===== config.mk =====
export PLATFORM = sky130hd
export DESIGN_NAME = glcd_command_sequencer_unit
export DESIGN_NICKNAME = d
export VERILOG_FILES = /design/src/gcs_pkg.sv /design/src/glcd_command_sequencer_unit.sv
export SDC_FILE = /design/constraint.sdc
export NUM_CORES = 2
export LEC_CHECK = 0
export BUFFER_PORTS_ARGS = -buffer_cell sky130_fd_sc_hd__clkbuf_2
export CAP_MARGIN = 5
export CORE_MARGIN = 3
export CORE_UTILIZATION = 50
export CTS_BUF_LIST = sky130_fd_sc_hd__clkbuf_8
export CTS_CLUSTER_SIZE = 16
export DETAILED_ROUTE_END_ITERATION = 10
export PLACE_DENSITY = 0.65
export RECOVER_POWER = 25
export SETUP_SLACK_MARGIN = 0.02
export SYNTH_ARGS = -nofsm -noshare
export SYNTH_HDL_FRONTEND = slang
export SYNTH_MEMORY_MAX_BITS = 65536
export SYNTH_SLANG_ARGS = --single-unit
export TNS_END_PERCENT = 20

===== constraint.sdc =====
create_clock -name clk -period 6.1 [get_ports clk]
set_input_delay 0.305 -clock clk [delete_from_list [all_inputs] [get_ports clk]]
set_output_delay 0.305 -clock clk [all_outputs]
set_load 0.02 [all_outputs]

===== src/gcs_pkg.sv =====
// ----------------------------------------------------------------------------
// gcs_pkg
// Shared types, request codes and the control store of the GLCD command
// sequencer.
// ----------------------------------------------------------------------------
`default_nettype none

package gcs_pkg;

	localparam int PC_W = 5;

	typedef logic [PC_W-1:0] pc_t;

	// request codes on func
	localparam logic [2:0] FUNC_INIT  = 3'd0;
	localparam logic [2:0] FUNC_CLEAR = 3'd1;
	localparam logic [2:0] FUNC_PLOT  = 3'd2;
	localparam logic [2:0] FUNC_CHAR  = 3'd3;
	localparam logic [2:0] FUNC_LOAD  = 3'd4;

	// controller command bytes
	localparam logic [7:0] CMD_DISP_ON = 8'h3F;
	localparam logic [7:0] CMD_SET_Y   = 8'h40;
	localparam logic [7:0] CMD_PAGE    = 8'hB8;
	localparam logic [7:0] CMD_START   = 8'hC0;

	localparam logic [7:0] CHAR_FIRST  = 8'd32;
	localparam logic [7:0] LINE_FIRST  = 8'd1;
	localparam logic [7:0] LINE_LAST   = 8'd8;

	// program entry points
	localparam pc_t PC_INIT  = 5'd0;
	localparam pc_t PC_CLEAR = 5'd8;
	localparam pc_t PC_PLOT  = 5'd11;
	localparam pc_t PC_LINE  = 5'd14;
	localparam pc_t PC_CHAR  = 5'd18;
	localparam pc_t PC_GLYPH = 5'd19;

	typedef enum logic [1:0] {
		H_LEFT,
		H_RIGHT,
		H_REQ
	} half_sel_t;

	typedef enum logic [2:0] {
		B_CONST,
		B_PAGE,
		B_CNT_PAGE,
		B_YADDR,
		B_MASK,
		B_FONT
	} byte_sel_t;

	typedef struct packed {
		logic      emit;
		half_sel_t hsel;
		logic      rs;
		byte_sel_t bsel;
		logic [7:0] cbyte;
		logic      loop;   // repeat to tgt while counter != 7
		pc_t       tgt;
		logic      done;   // program ends after this step
	} uc_word_t;

	function automatic uc_word_t uc_make(logic emit, half_sel_t hsel, logic rs,
			byte_sel_t bsel, logic [7:0] cbyte, logic loop, pc_t tgt, logic done);
		uc_word_t w;
		w.emit  = emit;
		w.hsel  = hsel;
		w.rs    = rs;
		w.bsel  = bsel;
		w.cbyte = cbyte;
		w.loop  = loop;
		w.tgt   = tgt;
		w.done  = done;
		return w;
	endfunction

	function automatic uc_word_t uc_rom(pc_t pc);
		uc_word_t w;
		case (pc)
			// init
			5'd0:  w = uc_make(1'b1, H_LEFT,  1'b0, B_CONST, CMD_DISP_ON, 1'b0, 5'd0, 1'b0);
			5'd1:  w = uc_make(1'b1, H_RIGHT, 1'b0, B_CONST, CMD_DISP_ON, 1'b0, 5'd0, 1'b0);
			5'd2:  w = uc_make(1'b1, H_LEFT,  1'b0, B_CONST, CMD_SET_Y,   1'b0, 5'd0, 1'b0);
			5'd3:  w = uc_make(1'b1, H_RIGHT, 1'b0, B_CONST, CMD_SET_Y,   1'b0, 5'd0, 1'b0);
			5'd4:  w = uc_make(1'b1, H_LEFT,  1'b0, B_CONST, CMD_PAGE,    1'b0, 5'd0, 1'b0);
			5'd5:  w = uc_make(1'b1, H_RIGHT, 1'b0, B_CONST, CMD_PAGE,    1'b0, 5'd0, 1'b0);
			5'd6:  w = uc_make(1'b1, H_LEFT,  1'b0, B_CONST, CMD_START,   1'b0, 5'd0, 1'b0);
			5'd7:  w = uc_make(1'b1, H_RIGHT, 1'b0, B_CONST, CMD_START,   1'b0, 5'd0, 1'b1);
			// clear column, eight pages
			5'd8:  w = uc_make(1'b1, H_REQ,   1'b0, B_CNT_PAGE, 8'h00, 1'b0, 5'd0, 1'b0);
			5'd9:  w = uc_make(1'b1, H_REQ,   1'b0, B_YADDR,    8'h00, 1'b0, 5'd0, 1'b0);
			5'd10: w = uc_make(1'b1, H_REQ,   1'b1, B_CONST,    8'h00, 1'b1, PC_CLEAR, 1'b1);
			// plot
			5'd11: w = uc_make(1'b1, H_REQ,   1'b0, B_PAGE,  8'h00, 1'b0, 5'd0, 1'b0);
			5'd12: w = uc_make(1'b1, H_REQ,   1'b0, B_YADDR, 8'h00, 1'b0, 5'd0, 1'b0);
			5'd13: w = uc_make(1'b1, H_REQ,   1'b1, B_MASK,  8'h00, 1'b0, 5'd0, 1'b1);
			// line select
			5'd14: w = uc_make(1'b1, H_LEFT,  1'b0, B_PAGE,  8'h00,     1'b0, 5'd0, 1'b0);
			5'd15: w = uc_make(1'b1, H_RIGHT, 1'b0, B_PAGE,  8'h00,     1'b0, 5'd0, 1'b0);
			5'd16: w = uc_make(1'b1, H_LEFT,  1'b0, B_CONST, CMD_SET_Y, 1'b0, 5'd0, 1'b0);
			5'd17: w = uc_make(1'b1, H_RIGHT, 1'b0, B_CONST, CMD_SET_Y, 1'b0, 5'd0, 1'b1);
			// character: prime the font read, then eight data bytes
			5'd18: w = uc_make(1'b0, H_REQ,   1'b0, B_CONST, 8'h00, 1'b0, 5'd0, 1'b0);
			5'd19: w = uc_make(1'b1, H_REQ,   1'b1, B_FONT,  8'h00, 1'b1, PC_GLYPH, 1'b1);
			default: w = uc_make(1'b0, H_LEFT, 1'b0, B_CONST, 8'h00, 1'b0, 5'd0, 1'b1);
		endcase
		return w;
	endfunction

endpackage

`default_nettype wire


===== src/glcd_command_sequencer_unit.sv =====
// First write: registered from the first step of the request's program; a
//   character's first step only primes the font store read.
// Throughput: one write per cycle unless the output stalls; the input stays
//   closed while a program runs (8 init, 24 clear column, 3 plot, 4 line
//   select, 9 character steps); loads and ignored requests leave it open.
// Reset: sequencer idle, output empty, text column 0; font store not cleared.
// ----------------------------------------------------------------------------
// glcd_command_sequencer_unit
// Microcoded sequencer that expands display requests into controller byte
// writes for a two-half 128x64 page-addressed LCD.
// ----------------------------------------------------------------------------
`default_nettype none

module glcd_command_sequencer_unit #(
	parameter int GLYPH_COUNT  = 96,
	parameter int GLYPH_WIDTH  = 5,
	parameter int TEXT_COLUMNS = 16
) (
	input  wire logic       clk,
	input  wire logic       arst_n,
	input  wire logic       in_valid,
	output logic            in_ready,
	input  wire logic [2:0] func,
	input  wire logic [6:0] x_pos,
	input  wire logic [5:0] y_pos,
	input  wire logic [7:0] char_code,
	input  wire logic [6:0] glyph_index,
	input  wire logic [2:0] glyph_column,
	input  wire logic [7:0] glyph_byte,
	output logic            out_valid,
	input  wire logic       out_ready,
	output logic            half_select,
	output logic            reg_select,
	output logic [7:0]      bus_byte,
	output logic            last_write
);
	import gcs_pkg::*;

	localparam int DEPTH = GLYPH_COUNT * GLYPH_WIDTH;
	localparam int AW    = (DEPTH > 1) ? $clog2(DEPTH) : 1;

	logic [7:0] font_mem [DEPTH];

	logic          busy_q;
	pc_t           pc_q;
	logic [2:0]    cnt_q;
	logic [5:0]    x_q;
	logic          half_q;
	logic [2:0]    page_q;
	logic [7:0]    mask_q;
	logic [AW-1:0] base_q;
	logic [7:0]    rd_q;
	logic [3:0]    text_col_q;

	logic          out_valid_q;
	logic          half_q_out;
	logic          rs_q;
	logic [7:0]    byte_q;
	logic          last_q;

	uc_word_t      step;
	logic          stall;
	logic          adv;
	logic          take_loop;
	logic [3:0]    cnt_d;
	logic [7:0]    byte_d;
	logic          half_d;
	logic          last_d;
	logic          acc;
	logic          is_line;
	logic          is_print;
	logic          load_ok;
	logic [AW-1:0] wr_addr;
	logic [AW-1:0] rd_addr;
	logic [4:0]    col_next;
	logic [7:0]    ch_off;

	assign in_ready    = !busy_q;
	assign acc         = in_valid && in_ready;
	assign out_valid   = out_valid_q;
	assign half_select = half_q_out;
	assign reg_select  = rs_q;
	assign bus_byte    = byte_q;
	assign last_write  = last_q;

	assign step      = uc_rom(pc_q);
	assign stall     = step.emit && out_valid_q && !out_ready;
	assign adv       = busy_q && !stall;
	assign take_loop = step.loop && (cnt_q != 3'd7);
	assign last_d    = step.done && !take_loop;
	// counter value after this step, used to address the next font read
	assign cnt_d     = take_loop ? ({1'b0, cnt_q} + 4'd1) : 4'd0;
	assign rd_addr   = base_q + AW'(cnt_d);

	assign is_line  = (char_code >= LINE_FIRST) && (char_code <= LINE_LAST);
	assign is_print = (char_code >= CHAR_FIRST) &&
		({1'b0, char_code} < 9'(32 + GLYPH_COUNT));
	assign load_ok  = ({1'b0, glyph_index} < 8'(GLYPH_COUNT)) &&
		({1'b0, glyph_column} < 4'(GLYPH_WIDTH));
	assign wr_addr  = AW'(glyph_index) * AW'(GLYPH_WIDTH) + AW'(glyph_column);
	assign ch_off   = char_code - CHAR_FIRST;
	assign col_next = ({1'b0, text_col_q} + 5'd1 >= 5'(TEXT_COLUMNS)) ? 5'd0 :
		({1'b0, text_col_q} + 5'd1);

	always_comb begin
		case (step.hsel)
			H_LEFT:  half_d = 1'b0;
			H_RIGHT: half_d = 1'b1;
			H_REQ:   half_d = half_q;
			default: half_d = 1'b0;
		endcase
		case (step.bsel)
			B_CONST:    byte_d = step.cbyte;
			B_PAGE:     byte_d = CMD_PAGE | {5'd0, page_q};
			B_CNT_PAGE: byte_d = CMD_PAGE | {5'd0, cnt_q};
			B_YADDR:    byte_d = CMD_SET_Y | {2'd0, x_q};
			B_MASK:     byte_d = mask_q;
			B_FONT:     byte_d = ({1'b0, cnt_q} < 4'(GLYPH_WIDTH)) ? rd_q : 8'h00;
			default:    byte_d = 8'h00;
		endcase
	end

	// font store: written by load requests, read one step ahead of each glyph byte
	always_ff @(posedge clk) begin
		if (acc && func == FUNC_LOAD && load_ok) begin
			font_mem[wr_addr] <= glyph_byte;
		end
		if (adv && cnt_d < 4'(GLYPH_WIDTH)) begin
			rd_q <= font_mem[rd_addr];
		end
	end

	// request capture
	always_ff @(posedge clk) begin
		if (acc) begin
			x_q    <= x_pos[5:0];
			half_q <= x_pos[6];
			page_q <= ~y_pos[5:3];
			mask_q <= 8'(10'd3 << (3'd7 - y_pos[2:0]));
			base_q <= AW'(ch_off) * AW'(GLYPH_WIDTH);
			if (func == FUNC_CHAR) begin
				if (is_line) begin
					page_q <= 3'(char_code - LINE_FIRST);
				end else begin
					half_q <= (5'(text_col_q) >= 5'(TEXT_COLUMNS / 2));
				end
			end
		end
	end

	// sequencer control
	always_ff @(posedge clk or negedge arst_n) begin
		if (!arst_n) begin
			busy_q     <= 1'b0;
			pc_q       <= PC_INIT;
			cnt_q      <= 3'd0;
			text_col_q <= 4'd0;
		end else if (acc) begin
			cnt_q <= 3'd0;
			case (func)
				FUNC_INIT: begin
					busy_q <= 1'b1;
					pc_q   <= PC_INIT;
				end
				FUNC_CLEAR: begin
					busy_q <= 1'b1;
					pc_q   <= PC_CLEAR;
				end
				FUNC_PLOT: begin
					busy_q <= 1'b1;
					pc_q   <= PC_PLOT;
				end
				FUNC_CHAR: begin
					if (is_line) begin
						busy_q     <= 1'b1;
						pc_q       <= PC_LINE;
						text_col_q <= 4'd0;
					end else if (is_print) begin
						busy_q     <= 1'b1;
						pc_q       <= PC_CHAR;
						text_col_q <= col_next[3:0];
					end
				end
				default: begin
				end
			endcase
		end else if (adv) begin
			if (take_loop) begin
				pc_q  <= step.tgt;
				cnt_q <= cnt_q + 3'd1;
			end else if (step.done) begin
				busy_q <= 1'b0;
				cnt_q  <= 3'd0;
			end else begin
				pc_q <= pc_q + 5'd1;
			end
		end
	end

	// output register
	always_ff @(posedge clk or negedge arst_n) begin
		if (!arst_n) begin
			out_valid_q <= 1'b0;
		end else if (adv && step.emit) begin
			out_valid_q <= 1'b1;
		end else if (out_ready) begin
			out_valid_q <= 1'b0;
		end
	end

	always_ff @(posedge clk) begin
		if (adv && step.emit) begin
			half_q_out <= half_d;
			rs_q       <= step.rs;
			byte_q     <= byte_d;
			last_q     <= last_d;
		end
	end

endmodule

`default_nettype wire


; Word-level counts from Yosys, hierarchy flattened
; Memory sizes are Yosys's and may differ from the RTL's. A register that Yosys moved wholly into a read port is not among the register bits.
; Cells that the tools add are included.
[totals]
reg_bits = 52
ramBits = 3840
mem_bits_ro = 672
inputBits = 46
output_inout_bits = 13
memories = 2
[mem_list]
columns = name, depth, word_bits, read_ports, rd_ports_with_merged_regs, write_ports, line_no
row1 = font_mem, 480, 8, 1, 1, 1, glcd_command_sequencer_unit.sv:42  ; logic [7:0] font_mem [DEPTH];
row2 = (no name shown), 32, 21, 1, 0, 0, gcs_pkg.sv:81  ; case (pc)
[op_classes]
n_addsub = 9
mul = 2
n_lt_le_gt_ge = 10
n_eq_ne = 17
shifts = 1
mux = 33
bitwise_logic = 1
reduce_logical = 29
[ops]
columns = cell, n
row1 = 8-bit one-hot mux with 6 select lines, 1
row2 = 5-bit two-way mux, 6
row3 = 5-bit one-hot mux with 4 select lines, 1
row4 = 3-bit two-way mux, 6
row5 = 4-bit two-way mux, 4
row6 = 1-bit logical AND, 13
row7 = 3-bit by 2-bit == test with 1-bit output (second input constant), 4
row8 = 1-bit two-way mux, 12
row9 = 9-bit by 3-bit adder with 9-bit output, 1
row10 = 9-bit by 4-bit adder with 9-bit output, 1
row11 = 3-bit == test (second input constant), 3
row12 = 7-bit by 3-bit multiplier with 9-bit output (second input constant), 1
row13 = 8-bit by 3-bit multiplier with 9-bit output (second input constant), 1
row14 = 8-bit by 1-bit >= comparator with 1-bit output (second input constant), 1
row15 = 8-bit by 6-bit >= comparator with 1-bit output (second input constant), 1
row16 = 8-bit by 4-bit less-or-equal comparator with 1-bit output (second input constant), 1
row17 = 8-bit < comparator (second input constant), 1
row18 = 8-bit two-way mux, 1
row19 = 2-bit nonzero test, 4
row20 = 2-bit by 3-bit << shifter with 8-bit output (first input constant), 1
row21 = 8-bit by 6-bit subtractor with 8-bit output (second input constant), 1
row22 = 7-bit < comparator (second input constant), 1
row23 = 3-bit by 1-bit == test with 1-bit output (second input constant), 2
row24 = 3-bit zero test, 2
row25 = other kinds (27), 32

; Longest topological paths before layout
; An unclocked memory read counts as a cell.
[depth]
ltp_word = 7
ltp_mapped = 23
ltp_nobuf = 16

; Least setup slack after synthesis
; OpenSTA, ideal clock, no wires.
[synth_timing]
path_kind = register -> register
from = register pc_q[1]
to = register rd_q[4] (read register of font_mem), data pin
setup_ns = 0.265
arrival_time_ns = 4.722
path_slack_ns = 1.114
path_stages_with_launch = 21
path_buffers = 6
period_less_slack_ns = 4.986
cell_sequence = dfrtp_1 -> ha_1 -> ha_1 -> nand3b_1 -> a21oi_1 -> nor2b_1 -> ha_1 -> inv_1 -> fa_1 -> buf_2 -> buf_4 -> buf_4 -> buf_4 -> clkbuf_1 -> clkbuf_1 -> mux4_2 -> mux4_2 -> o21ai_0 -> o211ai_1 -> nand3_1 -> nand3_1
[synth_between]
elab_chain_cells = 6
elab_cells_between_ends = 10
cone_classes = add/sub: 1 / order compare: 1 / mux: 1 / reduce/logical: 6 / memory: 1
[synth_lines]
columns = item, line_no
row1 = "start, declared", glcd_command_sequencer_unit.sv:45  ; pc_t pc_q;
row2 = "start signal, assigned", glcd_command_sequencer_unit.sv:189  ; pc_q <= step.tgt;
row3 = "start signal, assigned", glcd_command_sequencer_unit.sv:195  ; pc_q <= pc_q + 5'd1;
row4 = memory 32 x 21 bit *, n/a
row5 = branches (longest 5 deep; another with 9-bit by 4-bit adder with 9-bit output), n/a
row6 = "end, declared", glcd_command_sequencer_unit.sv:52  ; logic [7:0] rd_q;
; Every way passes the cells marked *.
; A chain may end at the register's enable or synchronous reset.

; Worst setup path after layout
[layout_timing]
from = register pc_q[0]
to = register rd_q[7] (read register of font_mem), data pin
; The elaborated chain is that of the path after synthesis.

==> flow_metrics.py <==
metrics = {
    "synth": {
        "synth_xor_xnor_area_share_pct": 0.1863,
        "synth_edf_count": 3886,
        "yosysWarnings": 0,
        "syn-num-nets": 7130,
        "synth.distinct_cells": 65,
        "synth_area_um2": 153800,
        "synth_ff_type": "edfxtp_1",
        "synthAdderAreaFrac_pct": 0.4864,
        "synth-compound-area-share_pct": 0.7475,
        "synth-seq-cells": 3900,
        "postSynthCellCount": 7026,
        "synthArstFlopShare_pct": 0.3590,
        "avgSynthCellArea_um2": 21.90,
        "ys_seq_area_share_pct": 76.08,
        "synth_mux_area_share_pct": 17.37,
        "synth_top_family_by_area": "multiplexers",
        "yosys.area_share.simple_pct": 3.529,
    },
    "timing": {
        "timing.final.ws_setup_ns": 0.05583,
        "finalClockSkew_ns": 0.09638,
        "tns_ns": 0,
        "fin_crit_sh_pct": 99.08,
        "finalHoldViolCount": 0,
        "clock.fmax_ghz": 0.1654,
        "slew_viol_final": 1081,
        "hold-worst-slack_ns": 0.1151,
        "worst_slew_pin_slew_ns": 6.472,
        "finalSetupViolCount": 0,
        "slew_headroom_pct": -331.5,
        "rsz0062_at_grt": "true",
        "final.min_clock_period_ns": 6.044,
    },
    "cells_and_area": {
        "layout-drive-gt1-share_pct": 32.31,
        "nFillCells": 22170,
        "areaGrowthSynthToFinish_pct": 14.63,
        "seqCellArea_um2": 117000,
        "multi_input_area_um2": 34620,
        "final_net_count": 8245,
        "layout.cells.non_filler": 12720,
    },
    "grt": {
        "first_global_vias": 80920,
        "grt_overflow_total": 0,
        "track_usage_pct": 27.15,
        "grt_max_degree": 242,
        "antenna_found_initial": 28,
        "grt_pass1_wl_um": 609100,
    },
    "route": {
        "first_pass_iters": 6,
        "dr_total_vias": 80450,
        "drc": 0,
        "wirelength_um": 427600,
        "viasPerCell": 6.323,
        "antenna_left": 0,
        "wl_per_cell_um": 33.61,
        "drt_iter0_drc": 11820,
    },
    "clock_network": {
        "clkTransAtPathRegs_ns": 0.07,
        "htreeDepth": 6,
        "numCtsBuffers": 626,
        "insertion_delay_ns": 1.21,
        "root_buffer": "clkbuf_8",
        "clockBufferDepth": 4,
        "cts_tree": "done",
        "clock-sinks": 3900,
    },
    "power_and_ir_drop": {
        "power_density_nw_per_um2": 369.2,
        "p_total_mw": 65.11,
        "vdd_drop_max_mv": 0.2161,
        "p_leak_nw": 56.98,
    },
    "die": {
        "die_w_um": 560.7,
        "core_um2": 306100,
        "die-area_um2": 314400,
        "io_pins": 59,
        "num_rows": 203,
        "dieHeight_um": 560.7,
        "initial_utilization_pct": 50.26,
    },
    "setup_path": {
        "worst_ep_arrival_time_ns": 6.94,
        "path_class": "reg2reg",
        "r2r-start": "pc_q[0]$_DFFE_PN0P_",
        "setup.worst_path.end_class": "register",
        "setup.worst_path.start": "pc_q[0]$_DFFE_PN0P_",
        "start_kind": "register",
        "crit_fanout": 83,
        "crit_required_ns": 7.00,
    },
    "placed_design": {
        "hpwl_um": 269000,
        "globalplace.congestion": 0.9241,
        "place_inst": 11520,
        "dp_slack_ns": -0.3535,
        "port_buffers": 58,
    },
    "worst_hold_path": {
        "min_path_type": "in2reg",
        "hold_start": "char_code[2]",
    },
    "status": {
        "outcome": "complete, but fails checks",
        "violations": "max-capacitance violations, max-slew violations",
    },
    "job": {
        "maxCapViolCount": 9,
    },
}
==> synthesized netlist by cell type, drive strengths merged, types with 11 or more instances <==
master | number | share of area, %
xor2 | 11 | 0.068
ha | 55 | 0.45
nor3 | 493 | 1.6
a21oi | 29 | 0.10
dfrtp | 14 | 0.23
mux4 | 1147 | 17
nor2 | 68 | 0.17
nand4 | 22 | 0.089
nand3 | 155 | 0.50
edfxtp | 3886 | 76
a31oi | 18 | 0.073
inv | 30 | 0.073
a22oi | 13 | 0.063
clkbuf | 192 | 0.47
xnor2 | 20 | 0.12
nand2 | 388 | 0.95
mux2i | 82 | 0.53
buf | 241 | 1.1
o21ai | 26 | 0.085
==> registers in the layout, indices dropped and copies added (netlist names) <==
register / count
half_select: 1
out_valid: 1
mask_q: 8
page_q: 3
busy_q: 1
bus_byte: 8
font_mem: 3840
reg_select: 1
pc_q: 5
cnt_q: 3
half_q: 1
x_q: 6
base_q: 9
rd_q: 8
text_col_q: 4
last_write: 1
==> per-stage QoR <==
stage          utilization, %  cell area (um2)
2_1_floorplan               -           153800
5_1_grt                 57.60           176300
6_report                57.62           176300
3_3_place_gp            53.55           163900
4_1_cts                 57.57           176200
3_5_place_dp            53.57           164000
==> per-layer routing <==
layer | GRT usage, % | part of all wire (%)
met5 | 0.2410 | 0.050
met1 | 38.40 | 38
met3 | 7.477 | 12
met2 | 40.56 | 46
met4 | 10.69 | 4.1
==> final timing paths <==
| path | end | slack [ns] | cells past startpoint |
|---|---|---|---|
| worst max-delay path | rd_q[7]$_DFFE_PP_ | 0.06 | 17 |
| worst min-delay path | base_q[2]$_DFFE_PP_ | 0.12 | 3 |
| worst max register to register | rd_q[7]$_DFFE_PP_ | 0.06 | 17 |
| worst min register to register | out_valid$_DFFE_PN0P_ | 0.54 | 2 |
| max in group asynchronous | pc_q[0]$_DFFE_PN0P_ | 5.35 | 3 |
| min in group asynchronous | pc_q[4]$_DFFE_PN0P_ | 0.24 | 3 |
==> cells by family (layout without fill, tap and decap cells) <==
kind of cell / Yosys count / count (layout)
flip-flops: 3900 / 3900
multiplexers: 1233 / 1233
AND/OR/NAND/NOR: 1176 / 1176
buffers and inverters: 463 / 2040
AO/OA/AOI/OAI: 165 / 165
adder cells (fa/ha/maj): 58 / 58
XOR/XNOR: 31 / 31
other: 0 / 21
==> cells in the final DEF (no fill, tap or decap), types with 18 or more instances in the layout <==
cell type / netlist / layout
nor3_1: 493 / 482
buf_12: 3 / 77
o21ai_0: 24 / 24
diode_2: 0 / 21
nand4_1: 22 / 22
inv_1: 30 / 223
mux2i_1: 82 / 81
mux4_2: 1142 / 1142
ha_1: 55 / 54
clkbuf_8: 0 / 627
nand2_1: 388 / 384
dlygate4sd3_1: 0 / 74
buf_4: 79 / 676
nand3_1: 155 / 154
a31oi_1: 18 / 18
clkinv_2: 0 / 56
clkbuf_2: 0 / 49
nor2_1: 68 / 68
inv_12: 0 / 24
clkinv_1: 0 / 138
edfxtp_1: 3886 / 3886
a21oi_1: 28 / 28
==> power by group <==
| part | switching (mW) | total, mW | internal, mW |
|---|---|---|---|
| clock network | 10.6 | 21.0 | 10.4 |
| logic | 8.22 | 14.2 | 6.00 |
| registers | 0.184 | 29.9 | 29.7 |
| total | 19.0 | 65.1 | 46.1 |
==> worst max-delay path: stages (launching register included) <==
cell and delay (ns):
dfrtp_2 0.47, inv_1 0.21, ha_1 0.23, nand3_1 0.14, a21oi_1 0.24, nor2b_1 0.26, ha_4 0.19, inv_1 0.07
fa_4 0.84, buf_12 0.17, buf_12 0.23, buf_16 0.42, mux4_2 0.41, mux4_2 0.56, mux2i_1 0.41, o21ai_0 0.22
nor4_4 0.43, a32oi_1 0.12
==> cell type report <==
cell class | instances | share of cell area, %
Clock buffer | 627 | 4.894
Tap cell | 4100 | 2.909
Timing Repair Buffer | 920 | 4.491
Clock inverter | 463 | 1.610
Antenna cell | 21 | 0.02980
Inverter | 30 | 0.06386
Sequential cell | 3900 | 66.37
Multi-Input combinational cell | 2663 | 19.63
==> repair_timing <==
action,CTS,global route
setup buffers,0,1
cloned,0,0
hold endpoints to repair,950,0
hold buffers,74,0
pin swaps,0,2
setup endpoints to repair,5,8
resized for setup,5,13
(Power assumes the default switching activity.)
